===== config.mk =====
export PLATFORM = sky130hd
export DESIGN_NAME = tfc_front
export DESIGN_NICKNAME = d
export VERILOG_FILES = /design/src/tfc_pkg.sv /design/src/tfc_front.sv
export SDC_FILE = /design/constraint.sdc
export NUM_CORES = 1
export LEC_CHECK = 0
export BUFFER_PORTS_ARGS = -buffer_cell sky130_fd_sc_hd__buf_2
export CORE_ASPECT_RATIO = 0.6
export CORE_UTILIZATION = 25
export DETAILED_ROUTE_END_ITERATION = 16
export SYNTH_ARGS = -nofsm -noshare
export SYNTH_HDL_FRONTEND = slang
export SYNTH_SLANG_ARGS = --single-unit

===== constraint.sdc =====
create_clock -name i_clk -period 2.23 [get_ports i_clk]
set_clock_uncertainty 0.05 [all_clocks]
set_input_delay 0 -clock i_clk [delete_from_list [all_inputs] [get_ports i_clk]]
set_output_delay 0 -clock i_clk [all_outputs]
set_load 0.02 [all_outputs]

===== src/tfc_pkg.sv =====
// ----------------------------------------------------------------------------
// tfc_pkg
// Shared types, constants and Q1.15 helpers for the transfer-function
// front-to-back compositor.
// ----------------------------------------------------------------------------
`default_nettype none

package tfc_pkg;

    localparam int TABLE_ENTRIES_DEF = 256;
    localparam int QUEUE_DEPTH_DEF   = 4;

    localparam logic [15:0] ONE_Q15      = 16'd32768;
    localparam logic [15:0] CUTOFF_RESET = 16'd32440;

    typedef enum logic {
        REQ_TABLE_WRITE = 1'b0,
        REQ_COMPOSITE   = 1'b1
    } t_req_kind;

    typedef struct packed {
        logic [15:0] alpha;
        logic [15:0] blue;
        logic [15:0] green;
        logic [15:0] red;
    } t_rgba;

    // one classified beat as it waits in the queue
    typedef struct packed {
        t_req_kind   kind;
        logic [7:0]  index;        // table index (write) or sample value
        logic        out_of_range; // index not inside the table
        logic        last;
        t_rgba       color;        // clamped entry, writes only
    } t_req;

    function automatic logic [15:0] clamp_q15(input logic [15:0] v);
        return (v > ONE_Q15) ? ONE_Q15 : v;
    endfunction

    // (a*b) >> 15, both operands at most 1.0 so the result fits 16 bits
    function automatic logic [15:0] mul_q15(input logic [15:0] a, input logic [15:0] b);
        logic [31:0] p;
        p = {16'd0, a} * {16'd0, b};
        return p[30:15];
    endfunction

    function automatic logic [15:0] add_sat_q15(input logic [15:0] a, input logic [15:0] b);
        logic [16:0] s;
        s = {1'b0, a} + {1'b0, b};
        return (s > {1'b0, ONE_Q15}) ? ONE_Q15 : s[15:0];
    endfunction

    // (v*255) >> 15, truncated
    function automatic logic [7:0] to_byte(input logic [15:0] v);
        logic [23:0] p;
        p = {v, 8'd0} - {8'd0, v};
        return p[22:15];
    endfunction

endpackage

`default_nettype wire


===== src/tfc_front.sv =====
// ----------------------------------------------------------------------------
// tfc_front
// Accepts input beats, classifies them (table write or sample), clamps
// entry components and range-checks the index, then holds them in a small
// queue for the back end.
// ----------------------------------------------------------------------------
`default_nettype none

module tfc_front #(
    parameter int TABLE_ENTRIES = tfc_pkg::TABLE_ENTRIES_DEF,
    parameter int QUEUE_DEPTH   = tfc_pkg::QUEUE_DEPTH_DEF
) (
    input  wire logic          i_clk,
    input  wire logic          i_rst_n,
    input  wire logic          i_s_tvalid,
    output logic               o_s_tready,
    input  wire logic [79:0]   i_s_tdata,
    input  wire logic          i_s_tuser,
    input  wire logic          i_s_tlast,
    output tfc_pkg::t_req      o_head,
    output logic               o_head_valid,
    input  wire logic          i_pop
);

    localparam int PtrW = (QUEUE_DEPTH > 1) ? $clog2(QUEUE_DEPTH) : 1;
    localparam int CntW = $clog2(QUEUE_DEPTH + 1);

    tfc_pkg::t_req  r_queue [QUEUE_DEPTH];
    logic [PtrW-1:0] r_wr_ptr, r_rd_ptr;
    logic [CntW-1:0] r_count;

    tfc_pkg::t_req  w_req;
    logic [7:0]     w_index;
    logic           w_push;

    always_comb begin
        w_req.kind = tfc_pkg::t_req_kind'(i_s_tuser);
        w_index    = (w_req.kind == tfc_pkg::REQ_COMPOSITE) ? i_s_tdata[79:72]
                                                            : i_s_tdata[7:0];
        w_req.index        = w_index;
        w_req.out_of_range = ({24'd0, w_index} >= 32'(TABLE_ENTRIES));
        w_req.last         = i_s_tlast;
        w_req.color.red    = tfc_pkg::clamp_q15(i_s_tdata[23:8]);
        w_req.color.green  = tfc_pkg::clamp_q15(i_s_tdata[39:24]);
        w_req.color.blue   = tfc_pkg::clamp_q15(i_s_tdata[55:40]);
        w_req.color.alpha  = tfc_pkg::clamp_q15(i_s_tdata[71:56]);
    end

    assign o_s_tready   = (r_count != CntW'(QUEUE_DEPTH));
    assign w_push       = i_s_tvalid && o_s_tready;
    assign o_head_valid = (r_count != '0);
    assign o_head       = r_queue[r_rd_ptr];

    always_ff @(posedge i_clk) begin
        if (w_push) begin
            r_queue[r_wr_ptr] <= w_req;
        end
    end

    always_ff @(posedge i_clk) begin
        if (!i_rst_n) begin
            r_wr_ptr <= '0;
            r_rd_ptr <= '0;
            r_count  <= '0;
        end else begin
            if (w_push) begin
                r_wr_ptr <= (r_wr_ptr == PtrW'(QUEUE_DEPTH - 1)) ? '0 : r_wr_ptr + 1'b1;
            end
            if (i_pop) begin
                r_rd_ptr <= (r_rd_ptr == PtrW'(QUEUE_DEPTH - 1)) ? '0 : r_rd_ptr + 1'b1;
            end
            if (w_push && !i_pop) begin
                r_count <= r_count + 1'b1;
            end else if (!w_push && i_pop) begin
                r_count <= r_count - 1'b1;
            end
        end
    end

endmodule

`default_nettype wire


==> flow_summary.json <==
{
  "status": "finished, final reports clean",
  "vias": 5863,
  "synth_top_area_share_pct": 76.1,
  "clock_sinks": 305,
  "cts_buffers": 30,
  "syn_to_final_growth_pct": 31.2,
  "yosysTopAreaCell": "edfxtp_1",
  "clk_latency_ns": 0.56,
  "cellLeakagePower_nw": 5.21,
  "hold_violations": 0,
  "cp-end-kind": "flop",
  "fillerInstances": 4354,
  "die_area_um2": 47600,
  "synthCells": 514,
  "setup_tns_ns": 0,
  "fin_nets": 885,
  "layout.cells.non_filler": 1436,
  "routed_wl_um": 25300,
  "period_share_pct": 95.4,
  "grt-ovfl-total": 0,
  "multiInputGateArea_um2": 2440,
  "port_buffers": 161,
  "place_inst": 1288,
  "crit_type": "flop to flop",
  "tritoncts": "built",
  "postRouteAntennaNets": 0,
  "r2r_slack_ns": 0.10,
  "cts_htree_levels": 1,
  "rsz0062_at_grt": "no",
  "synth_fp_nets": 607,
  "gp_congestion": 0.714,
  "ir_drop_mv": 0.722,
  "setup.worst_path.start_class": "flop",
  "crit_required_ns": 2.67,
  "total_power_mw": 14.3,
  "cap_violations": 0,
  "setup_viol": 0,
  "rows": 60,
  "fmax_mhz": 470,
  "utilization_pct": 33.7,
  "path_clk_slew_ns": 0.06,
  "drc": 0,
  "path_max_fanout": 4,
  "ys_top_cells_by_area": "edfxtp_1 (76%), mux4_2 (14%), nor2b_1 (3.4%)",
  "fin_area_um2": 15300,
  "top_layer": "met4",
  "drive_gt1_share_pct": 40.0,
  "min_period_ns": 2.13,
  "wl_per_cell_um": 17.6,
  "ys_seq_area_share_pct": 77.7,
  "drtPass1Iterations": 4,
  "seqCellArea_um2": 9080,
  "powerDensity_nw_per_um2": 933,
  "drt_iter0_drc": 264,
  "via_per_inst": 4.08,
  "start_util_pct": 25.7,
  "die_width_um": 281,
  "core-area_um2": 45400,
  "ys_ff_latch": 305,
  "die_h_um": 169,
  "wl_met1_um": 10900,
  "placed_area_um2": 13400,
  "min_path_type": "input pin to flop",
  "dr_wl_met2_um": 12800,
  "final_cell_mix": "edfxtp_1 (296), buf_2 (161), dlygate4sd3_1 (88)",
  "avgSynthCellArea_um2": 22.7,
  "layout_commonest_cell": "edfxtp_1",
  "grt_use_total_pct": 10.7,
  "cp_data_arrival_time_ns": 2.56,
  "dp_hpwl_um": 15400,
  "antenna_found_initial": 0,
  "root_buffer": "clkbuf_16",
  "grt_pass1_vias": 6384,
  "yosysWarningCount": 0,
  "slew_violations": 0,
  "dr_wl_met3_um": 1190,
  "grt_pass1_wl_um": 38300,
  "num_io_pins": 163,
  "diodes": 0,
  "yosysUniqueCellTypes": 29,
  "grt_max_degree": 55,
  "netlist_area_um2": 11700,
  "clk_path_buf_depth": 3
}
-- registers in the layout, indices dropped and copies added, names as in the netlist, named ones only --
register,flops
r_count,3
r_wr_ptr,2
r_rd_ptr,2
r_queue,296
-- power by group --
group          switching [mW]  total, mW  internal [mW]
Sequential              0.147       7.05           6.91
Clock                    2.10       4.96           2.86
Combinational            1.30       2.28          0.984
-- cell usage after synthesis --
master	n
nor2_1	1
inv_1	4
xor2_1	1
mux2i_1	3
buf_2	7
buf_6	7
clkbuf_1	12
ha_1	6
or3_2	2
nand4_1	1
a21boi_0	1
and2_1	1
xnor2_1	1
fa_1	1
nand2_1	3
nor2b_1	63
o21ai_0	1
edfxtp_1	296
buf_4	2
conb_1	1
and2_4	1
dfxtp_1	9
or3b_1	1
o21ai_1	1
and3_2	4
mux2_2	8
o21a_1	1
nor3_1	1
mux4_2	74
-- through the flow --
step	setup WS (ns)	hold slack, ns
after floorplan	0.0555	0.0489
after detailed placement	0.0820	0.189
final	0.103	0.155
after global placement	0.102	0.172
after CTS	0.0371	0.112
after global routing	0.00193	0.140
-- per-layer routing --
layer / vias to the layer above / GRT usage, %
li1: 2665 / -
met1: 3052 / 13.6
met2: 116 / 18.4
met3: 30 / 2.57
met4: 0 / 2.19
met5: - / 0
-- worst max-delay path, stage by stage (launching register included) --
cell and delay [ns]:
dfxtp_2 0.33, or3b_4 0.23, and2_4 0.15, ha_2 0.18, inv_1 0.05, fa_1 0.37, xor2_1 0.16, or3_2 0.40
a21boi_1 0.14
-- kinds of logic (layout without fill, tap and decap cells) --
family | Yosys count | count (layout) | synth area share (%)
flip-flops | 305 | 305 | 77.7
multiplexers | 85 | 85 | 15.3
AND/OR/NAND/NOR | 78 | 78 | 4.19
buffers and inverters | 32 | 334 | 1.62
adder cells (fa/ha/maj) | 7 | 7 | 0.814
AO/OA/AOI/OAI | 4 | 4 | 0.214
XOR/XNOR | 2 | 2 | 0.150
other | 1 | 1 | 0.0321
-- final cells by class --
cell class	instances	area share (%)
flip-flops and latches	305	59.3
clock inverters	12	0.792
well taps	620	5.06
inverters	4	0.0980
repair buffers	274	13.3
multi-input cells	177	15.9
clock buffers	44	5.51
-- worst paths after layout --
kind         startpoint             end  depth (start not counted)
max          r_count[2]      r_count[2]                          8
max reg2reg  r_count[2]      r_count[2]                          8
min           i_s_tlast  r_queue[1][64]                          2
min reg2reg  r_count[2]      r_count[2]                          2
-- repair_timing --
action / CTS / global route
resized for setup: 0 / 6
buffers inserted: 4 / 0
setup endpoints to repair: 5 / 2
hold endpoints to repair: 306 / 0
hold buffers: 88 / 0
Note: power is estimated with default switching activity, not from simulation.
